### config.mk
export PLATFORM = sky130hd
export DESIGN_NAME = grade_request_varint_parser_unit
export DESIGN_NICKNAME = d
export VERILOG_FILES = /design/src/sv/grvp_pkg.sv /design/src/sv/grvp_zigzag.sv /design/src/sv/grvp_result_fifo.sv /design/src/sv/grade_request_varint_parser_unit.sv
export SDC_FILE = /design/constraint.sdc
export NUM_CORES = 1
export LEC_CHECK = 0
export BUFFER_PORTS_ARGS = -buffer_cell sky130_fd_sc_hd__buf_2
export CAP_MARGIN = 20
export CORE_ASPECT_RATIO = 0.8
export CORE_UTILIZATION = 50
export DETAILED_ROUTE_END_ITERATION = 7
export GPL_ROUTABILITY_DRIVEN = 0
export PLACE_DENSITY = 0.67
export SYNTH_ARGS = -nofsm -noshare
export SYNTH_HDL_FRONTEND = slang
export SYNTH_HIERARCHICAL = 1
export SYNTH_SLANG_ARGS = --single-unit
export TNS_END_PERCENT = 50
### constraint.sdc
create_clock -name clk -period 7.71 [get_ports clk]
set_input_delay 0.3855 -clock clk [delete_from_list [all_inputs] [get_ports clk]]
set_output_delay 0.3855 -clock clk [all_outputs]
set_load 0.02 [all_outputs]
### src/sv/grvp_pkg.sv
// grvp_pkg: types and constants shared by the grade request parser modules.
// Holds the result beat type, the source and phase codes and the message codes.
// No dependencies.
package grvp_pkg;

	localparam logic [7:0] HDR_LEGACY    = 8'h3F;
	localparam logic [7:0] HDR_NEW       = 8'h04;
	localparam logic [7:0] TYPE_GRADE    = 8'h22;
	localparam logic [7:0] TAG_NEW_GRADE = 8'h10;
	localparam logic [7:0] TAG_LEG_GRADE = 8'h28;
	localparam logic [7:0] HUB_KIND_8    = 8'h02;
	localparam logic [7:0] HUB_KIND_16   = 8'h03;

	localparam logic [62:0] POS_LIMIT = 63'd21474836;
	localparam logic [62:0] NEG_LIMIT = 63'd21474835;

	localparam int FIFO_DEPTH = 4;
	localparam int FIFO_PTR_W = 2;
	localparam int FIFO_CNT_W = 3;

	typedef enum logic [2:0] {
		SRC_HUB8    = 3'd0,
		SRC_HUB16   = 3'd1,
		SRC_HUBZERO = 3'd2,
		SRC_LEGACY  = 3'd3,
		SRC_NEW     = 3'd4
	} grade_src_t;

	typedef enum logic [1:0] {
		PH_TAG   = 2'd0,
		PH_VALUE = 2'd1,
		PH_DONE  = 2'd2
	} parse_phase_t;

	typedef struct packed {
		logic signed [31:0] grade;
		grade_src_t         src;
		logic               last;
	} result_t;

endpackage

### src/sv/grvp_zigzag.sv
// grvp_zigzag: zigzag decode of a 64-bit varint, scaled by 100 and saturated.
// Pure combinational logic; depends on grvp_pkg.
module grvp_zigzag import grvp_pkg::*; (
	input  logic [63:0]        value,
	output logic signed [31:0] grade
);

	logic [62:0] mag;
	logic [31:0] mag_ext;
	logic [31:0] mag_inc;
	logic [31:0] pos_prod;
	logic [31:0] neg_prod;

	assign mag      = value[63:1];
	assign mag_ext  = {7'd0, mag[24:0]};
	assign mag_inc  = mag_ext + 32'd1;
	// times 100 as 64 + 32 + 4
	assign pos_prod = (mag_ext << 6) + (mag_ext << 5) + (mag_ext << 2);
	assign neg_prod = (mag_inc << 6) + (mag_inc << 5) + (mag_inc << 2);

	always_comb begin
		if (!value[0]) begin
			if (mag > POS_LIMIT) begin
				grade = 32'sh7FFF_FFFF;
			end else begin
				grade = signed'(pos_prod);
			end
		end else begin
			if (mag > NEG_LIMIT) begin
				grade = signed'(32'h8000_0000);
			end else begin
				grade = signed'(32'd0 - neg_prod);
			end
		end
	end

endmodule

### src/sv/grvp_result_fifo.sv
// grvp_result_fifo: small result queue taking up to two beats per cycle, one out.
// Depends on grvp_pkg for the result type and depth.
module grvp_result_fifo import grvp_pkg::*; (
	input  logic       clk,
	input  logic       arst_n,
	input  logic [1:0] push_n,
	input  result_t    push_data [2],
	output logic       room,
	output logic       out_valid,
	input  logic       out_ready,
	output result_t    out_data
);

	result_t                 mem [FIFO_DEPTH];
	logic [FIFO_PTR_W-1:0]   wr_ptr_q;
	logic [FIFO_PTR_W-1:0]   rd_ptr_q;
	logic [FIFO_CNT_W-1:0]   count_q;
	logic                    pop;

	assign out_valid = count_q != '0;
	assign out_data  = mem[rd_ptr_q];
	assign pop       = out_valid & out_ready;
	// room for a two-beat push
	assign room      = count_q <= FIFO_CNT_W'(FIFO_DEPTH - 2);

	always_ff @(posedge clk) begin
		if (push_n != 2'd0) begin
			mem[wr_ptr_q] <= push_data[0];
		end
		if (push_n == 2'd2) begin
			mem[wr_ptr_q + FIFO_PTR_W'(1)] <= push_data[1];
		end
	end

	always_ff @(posedge clk or negedge arst_n) begin
		if (!arst_n) begin
			wr_ptr_q <= '0;
			rd_ptr_q <= '0;
			count_q  <= '0;
		end else begin
			wr_ptr_q <= wr_ptr_q + FIFO_PTR_W'(push_n);
			if (pop) begin
				rd_ptr_q <= rd_ptr_q + FIFO_PTR_W'(1);
			end
			count_q <= count_q + FIFO_CNT_W'(push_n) - FIFO_CNT_W'(pop);
		end
	end

endmodule

### src/sv/grade_request_varint_parser_unit.sv
// grade_request_varint_parser_unit: byte-wide request parser giving road grades.
// Each input beat passes through an input register, then the result queue, before its results come out.
// Throughput: one input beat per cycle; a byte that yields two results pushes both
// into the 4-entry result queue at once, and the queue stalls input when nearly full.
// Reset: async active-low; clears parse state, queue, and sets the format bit fmt_q to 1.
// Depends on grvp_pkg, grvp_zigzag, grvp_result_fifo.
module grade_request_varint_parser_unit import grvp_pkg::*; #(
	parameter int VARINT_MAX_BYTES = 10
) (
	input  logic               clk,
	input  logic               arst_n,
	input  logic               cfg_write_en,
	input  logic               cfg_write_data,
	input  logic               in_valid,
	output logic               in_ready,
	input  logic [7:0]         data_byte,
	input  logic               last_byte,
	output logic               out_valid,
	input  logic               out_ready,
	output logic signed [31:0] grade_e4,
	output logic [2:0]         grade_source,
	output logic               last_in_run
);

	localparam int CNT_W = $clog2(VARINT_MAX_BYTES + 1);

	logic               fmt_q;
	logic               valid_s1;
	logic [7:0]         data_s1;
	logic               last_s1;
	logic [2:0]         pos_q;
	logic [7:0]         header_q;
	logic [7:0]         type_q;
	logic [7:0]         hub0_q, hub1_q, hub2_q, hub3_q;
	parse_phase_t       phase_q, phase_d;
	logic [7:0]         tag_q, tag_d;
	logic [63:0]        varint_q, varint_d, varint_acc;
	logic [CNT_W-1:0]   cnt_q, cnt_d, cnt_inc;
	logic signed [31:0] pend_q;
	logic               pend_valid_q;

	logic               room;
	logic               fire;
	logic               newfmt;
	logic               tag_en;
	logic               have_new;
	logic signed [31:0] zig_grade;
	grade_src_t         new_src;
	logic [5:0]         shamt;
	logic [7:0]         hub2_eff, hub3_eff;
	logic [31:0]        hub8_prod, hub16_prod;
	logic               hub_hit;
	logic [1:0]         n;
	result_t            res [2];
	result_t            fifo_out;

	assign fire     = valid_s1 & room;
	assign in_ready = !valid_s1 | fire;
	assign newfmt   = fmt_q;

	always_ff @(posedge clk or negedge arst_n) begin
		if (!arst_n) begin
			fmt_q <= 1'b1;
		end else if (cfg_write_en) begin
			fmt_q <= cfg_write_data;
		end
	end

	always_ff @(posedge clk or negedge arst_n) begin
		if (!arst_n) begin
			valid_s1 <= 1'b0;
		end else if (in_valid & in_ready) begin
			valid_s1 <= 1'b1;
		end else if (fire) begin
			valid_s1 <= 1'b0;
		end
	end

	always_ff @(posedge clk) begin
		if (in_valid & in_ready) begin
			data_s1 <= data_byte;
			last_s1 <= last_byte;
		end
	end

	// tag/value parsing
	assign tag_en = (pos_q != 3'd0) &&
		((newfmt && header_q == HDR_NEW) || (!newfmt && header_q == HDR_LEGACY));
	assign shamt      = 6'(32'(cnt_q) * 32'd7);
	assign varint_acc = varint_q | (64'(data_s1[6:0]) << shamt);
	assign cnt_inc    = cnt_q + CNT_W'(1);

	always_comb begin
		phase_d  = phase_q;
		tag_d    = tag_q;
		varint_d = varint_q;
		cnt_d    = cnt_q;
		have_new = 1'b0;
		new_src  = SRC_NEW;
		if (tag_en) begin
			case (phase_q)
				PH_TAG: begin
					tag_d    = data_s1;
					varint_d = '0;
					cnt_d    = '0;
					phase_d  = PH_VALUE;
				end
				PH_VALUE: begin
					varint_d = varint_acc;
					cnt_d    = cnt_inc;
					if (!data_s1[7]) begin
						phase_d = PH_TAG;
						if (newfmt && type_q == TYPE_GRADE && tag_q == TAG_NEW_GRADE) begin
							have_new = 1'b1;
							new_src  = SRC_NEW;
						end else if (!newfmt && tag_q == TAG_LEG_GRADE) begin
							have_new = 1'b1;
							new_src  = SRC_LEGACY;
						end
					end else if (cnt_inc >= CNT_W'(VARINT_MAX_BYTES)) begin
						phase_d = PH_DONE;
					end
				end
				default: begin
					phase_d = phase_q;
				end
			endcase
		end
	end

	grvp_zigzag u_zigzag (
		.value (varint_acc),
		.grade (zig_grade)
	);

	// hub bytes written this beat are seen right away
	assign hub2_eff   = (pos_q == 3'd4) ? data_s1 : hub2_q;
	assign hub3_eff   = (pos_q == 3'd5) ? data_s1 : hub3_q;
	assign hub8_prod  = 32'(hub2_eff) * 32'd250;
	assign hub16_prod = 32'({hub3_eff, hub2_eff}) * 32'd25;
	assign hub_hit    = last_s1 && !newfmt && pos_q >= 3'd4 && header_q == HDR_NEW &&
		type_q == TYPE_GRADE && hub1_q == TAG_NEW_GRADE;

	always_comb begin
		n      = 2'd0;
		res[0] = '{grade: '0, src: SRC_HUBZERO, last: 1'b0};
		res[1] = '{grade: '0, src: SRC_HUBZERO, last: 1'b1};
		if (pos_q >= 3'd4) begin
			if (pend_valid_q) begin
				res[0].grade = pend_q;
				res[0].src   = SRC_LEGACY;
				n            = 2'd1;
			end
			if (have_new) begin
				res[n[0]].grade = zig_grade;
				res[n[0]].src   = new_src;
				n               = n + 2'd1;
			end
		end else if (have_new && newfmt) begin
			res[0].grade = zig_grade;
			res[0].src   = new_src;
			n            = 2'd1;
		end
		if (hub_hit && n != 2'd2) begin
			if (hub0_q == HUB_KIND_8) begin
				res[n[0]].grade = signed'(hub8_prod);
				res[n[0]].src   = SRC_HUB8;
			end else if (hub0_q == HUB_KIND_16 && pos_q >= 3'd5) begin
				res[n[0]].grade = signed'(hub16_prod);
				res[n[0]].src   = SRC_HUB16;
			end else begin
				res[n[0]].grade = '0;
				res[n[0]].src   = SRC_HUBZERO;
			end
			n = n + 2'd1;
		end
		res[0].last = n == 2'd1;
	end

	always_ff @(posedge clk) begin
		if (fire) begin
			case (pos_q)
				3'd0: header_q <= data_s1;
				3'd1: type_q   <= data_s1;
				3'd2: hub0_q   <= data_s1;
				3'd3: hub1_q   <= data_s1;
				3'd4: hub2_q   <= data_s1;
				3'd5: hub3_q   <= data_s1;
				default: begin
				end
			endcase
		end
	end

	always_ff @(posedge clk or negedge arst_n) begin
		if (!arst_n) begin
			pos_q        <= '0;
			phase_q      <= PH_TAG;
			tag_q        <= '0;
			varint_q     <= '0;
			cnt_q        <= '0;
			pend_q       <= '0;
			pend_valid_q <= 1'b0;
		end else if (fire) begin
			if (last_s1) begin
				pos_q        <= '0;
				phase_q      <= PH_TAG;
				tag_q        <= '0;
				varint_q     <= '0;
				cnt_q        <= '0;
				pend_q       <= '0;
				pend_valid_q <= 1'b0;
			end else begin
				if (pos_q != 3'd7) begin
					pos_q <= pos_q + 3'd1;
				end
				phase_q  <= phase_d;
				tag_q    <= tag_d;
				varint_q <= varint_d;
				cnt_q    <= cnt_d;
				// legacy grade before the fifth byte waits
				if (pos_q >= 3'd4) begin
					pend_valid_q <= 1'b0;
				end else if (have_new && !newfmt) begin
					pend_q       <= zig_grade;
					pend_valid_q <= 1'b1;
				end
			end
		end
	end

	grvp_result_fifo u_fifo (
		.clk       (clk),
		.arst_n    (arst_n),
		.push_n    (fire ? n : 2'd0),
		.push_data (res),
		.room      (room),
		.out_valid (out_valid),
		.out_ready (out_ready),
		.out_data  (fifo_out)
	);

	assign grade_e4     = fifo_out.grade;
	assign grade_source = fifo_out.src;
	assign last_in_run  = fifo_out.last;

endmodule
==> results.toml <==
[clocking]
cts_tree = "done"
worst_setup_hold_path_clk_slew_ns = 0.06
cts_sinks = 324
cts_max_path_buffers = 3
cts_htree_levels = 2
cts_setup_buffers = 0
ctsRootBufferMaster = "sky130_fd_sc_hd__clkbuf_16"
cts-buffers-inserted = 36
worst_skew_pair.late_latency_ns = 0.57

[global_route]
gr-total-overflow = 0
grt_antenna_before_repair = 0
grt_usage = 0.262
grt_start_max_net_pins = 74
number_of_global_route_vias_before_repair = 18900
wire_length_of_the_first_global_routing_pass_mm = 106

[critical_path]
timing.critical_path.required_ns = 8.00
setup.worst_path.start = "cnt_q[1]"
critPathMostFrequentCell = "sky130_fd_sc_hd__ha_1"
worst_r2r_startpoint = "cnt_q[1]"
timing.critical_path.arrival_ns = 7.62
timing.critical_path.depth = 26
worstPathMaxFanout = 11
criticalPathCategory = "flop to flop"
crit_slowest_cell = "sky130_fd_sc_hd__fa_1"
critPathCapture = "u_fifo/mem[1][32]"
startpoint_type = "flop"
cpLargestDelayFamily = "adder cells"
nature_of_the_critical_path_endpoint = "flop"
cp.buffers_inverters = 5
critical-path-max-stage-delay_ns = 0.54
r2r_cells = 26
setup.reg_to_reg.worst_slack_ns = 0.38
timing.rr.end = "u_fifo/mem[1][32]"

[synth]
synth.distinct_cells = 100
synthArstFlopShare = 0.380
netlist_instances = 2349
synth_edf_count = 201
ys_seq_elements = 324
synth-main-ff-cell = "sky130_fd_sc_hd__edfxtp_1"
syn-mean-instance-area_um2 = 10.7
mappedNetlistArea_um2 = 25200
synth_warnings = 6
synth-seq-area-share = 0.362

[job]
max_cap_violations = 0

[detailed_routing]
routed_wirelength_mm = 66.3
remaining_drc_errors = 0
dr_total_vias = 19100
detailedRoute.firstIterationViolations = 1766
avgRoutedWirePerCell_um = 21.1
drt_pass1_iterations = 6
via_per_inst = 6.10
postRouteAntennaNets = 0

[outcome]
status = "finished clean"

[placed_design]
detailed_place_hpwl_mm = 48.1
place_inst = 3068
buffer_ports.inserted = 52

[cells_and_area]
final_nets = 2740
layout-area-overhead-vs-synth_pct = 10.6
layoutNonFillerInstCount = 3138
drive_above_1_share = 0.181
utilization = 0.561
antenna_cells = 0

[sta]
maxClockFrequency_mhz = 136
worst_slew_pin_slew_ns = 1.21
unrepaired_setup_endpoints_after_global_routing = "true"
min_period_ns = 7.33
timing.clock.skew_ns = 0.0378
setup_viol = 0
timing.final.crit_share = 0.951
timing.final.max_slew_violations = 0
slew_limit_headroom = 0.185
hold_viol_final = 0

[floorplan]
core-area_um2 = 49700
placement_rows = 73
die_w_um = 253
top_level_ports = 53
initial_utilization = 0.507
die_outline_area_um2 = 51300
die_y_um = 203

[hold_path]
min-delay-path-class = "input port to flop"
sequential cells by signal, summed over array words and instances (netlist names), 3 cells and up:
name and flops:
u_fifo/mem 144, varint_q 64, pend_q 32, data_s1 8, header_q 8, hub0_q 8, hub1_q 8, hub2_q 8
hub3_q 8, tag_q 8, type_q 8, cnt_q 4, pos_q 3, u_fifo/count_q 3
cells in the final DEF, fill, tap and decap left out, types with 37 or more instances in the layout:
cell and count:
sky130_fd_sc_hd__xor2_1 37, sky130_fd_sc_hd__xnor2_1 91, sky130_fd_sc_hd__o21ai_0 88, sky130_fd_sc_hd__inv_1 158, sky130_fd_sc_hd__mux2_2 153, sky130_fd_sc_hd__a21o_1 88, sky130_fd_sc_hd__edfxtp_1 201, sky130_fd_sc_hd__dfrtp_1 120
sky130_fd_sc_hd__fa_1 60, sky130_fd_sc_hd__nand2_1 181, sky130_fd_sc_hd__buf_2 51, sky130_fd_sc_hd__a21oi_1 97, sky130_fd_sc_hd__ha_1 228, sky130_fd_sc_hd__nor2_1 95, sky130_fd_sc_hd__buf_4 84, sky130_fd_sc_hd__a22o_1 43
sky130_fd_sc_hd__a21boi_0 62
routing by layer:
metal  up-vias  track usage  part of all wire
met5         -            0                 0
met4         0       0.0792             0.024
met3       106       0.0346             0.070
met2       690        0.409              0.45
met1      9466        0.380              0.45
li1       8866            -                 -
cell usage after synthesis, types with 10 or more instances:
cell type	n	area (µm²)
sky130_fd_sc_hd__xnor2_1	96	841
sky130_fd_sc_hd__nor4_1	18	113
sky130_fd_sc_hd__o21ai_1	12	60.1
sky130_fd_sc_hd__o21a_1	13	97.6
sky130_fd_sc_hd__a21oi_1	99	495
sky130_fd_sc_hd__a21o_1	88	661
sky130_fd_sc_hd__buf_2	26	130
sky130_fd_sc_hd__nand3_1	36	180
sky130_fd_sc_hd__o22ai_1	28	175
sky130_fd_sc_hd__a22o_1	43	377
sky130_fd_sc_hd__a22oi_1	32	240
sky130_fd_sc_hd__o21ai_0	90	450
sky130_fd_sc_hd__mux2i_1	25	250
sky130_fd_sc_hd__nor2_1	102	383
sky130_fd_sc_hd__mux2_2	153	1720
sky130_fd_sc_hd__nor3_1	32	160
sky130_fd_sc_hd__xor2_1	39	342
sky130_fd_sc_hd__and3_1	11	68.8
sky130_fd_sc_hd__nand2_1	181	679
sky130_fd_sc_hd__ha_1	229	2870
sky130_fd_sc_hd__a211oi_1	11	82.6
sky130_fd_sc_hd__inv_1	158	593
sky130_fd_sc_hd__nor2b_1	14	87.6
sky130_fd_sc_hd__a21boi_0	63	473
sky130_fd_sc_hd__dfrtp_1	122	3050
sky130_fd_sc_hd__o31ai_1	10	75.1
sky130_fd_sc_hd__or3_1	12	75.1
sky130_fd_sc_hd__and2_1	22	138
sky130_fd_sc_hd__edfxtp_1	201	6040
sky130_fd_sc_hd__o211ai_1	10	75.1
sky130_fd_sc_hd__a31oi_1	18	113
sky130_fd_sc_hd__clkbuf_1	46	173
sky130_fd_sc_hd__mux4_2	36	811
sky130_fd_sc_hd__nand2b_1	17	106
sky130_fd_sc_hd__fa_1	60	1200
sky130_fd_sc_hd__a221oi_1	15	131
sky130_fd_sc_hd__maj3_1	16	160
sky130_fd_sc_hd__nand4_1	21	131
metrics by stage:
stage	setup TNS [ns]	hold slack [ns]	setup WS, ns	cell area [µm²]
after floorplan	0	0.0899	0.532	25200
after global placement	0	0.466	0.306	26600
after detailed placement	0	0.482	0.150	26600
after CTS	0	0.00477	0.0843	27800
after global routing	-0.0671	0.0151	-0.0183	27900
final	0	0.0253	0.375	27900
cell families after synthesis:
kind of cell / Yosys count / share of synthesized area
other cells: 1 / 0.000149
xor+xnor: 139 / 0.0495
compound gates: 600 / 0.167
mux: 215 / 0.111
flops: 324 / 0.362
simple gates: 510 / 0.101
fa+ha+maj: 305 / 0.168
buf+inv: 255 / 0.0425
how the worst min path moves through the flow:
stage,startpoint,end,slack [ns],cells after the start
floorplan,arst_n,cnt_q[0],0.09,0
global placement,varint_q[35],varint_q[35],0.47,2
detailed placement,tag_q[2],tag_q[2],0.48,1
CTS,data_byte[1],data_s1[1],0.005,1
global route,data_byte[0],data_s1[0],0.02,1
finish,data_byte[1],data_s1[1],0.03,1
final cells by class:
type	count	area, µm²
Clock buffer	51	977
Timing Repair Buffer	141	961
Clock inverter	14	164
Tap cell	675	845
Multi-Input combinational cell	1773	15200
Fill cell	4267	21800
Sequential cell	324	9120
Inverter	160	601
what timing repair did:
| action | 4_1_cts | 5_1_grt |
|---|---|---|
| resized for setup | 0 | 21 |
| hold buffers | 4 | 0 |
| hold endpoints to repair | 64 | 0 |
| endpoints found under the setup margin | 0 | 68 |
Power is not shown: default switching activity piles up to over one toggle a cycle in this logic, so the estimate is an artifact.
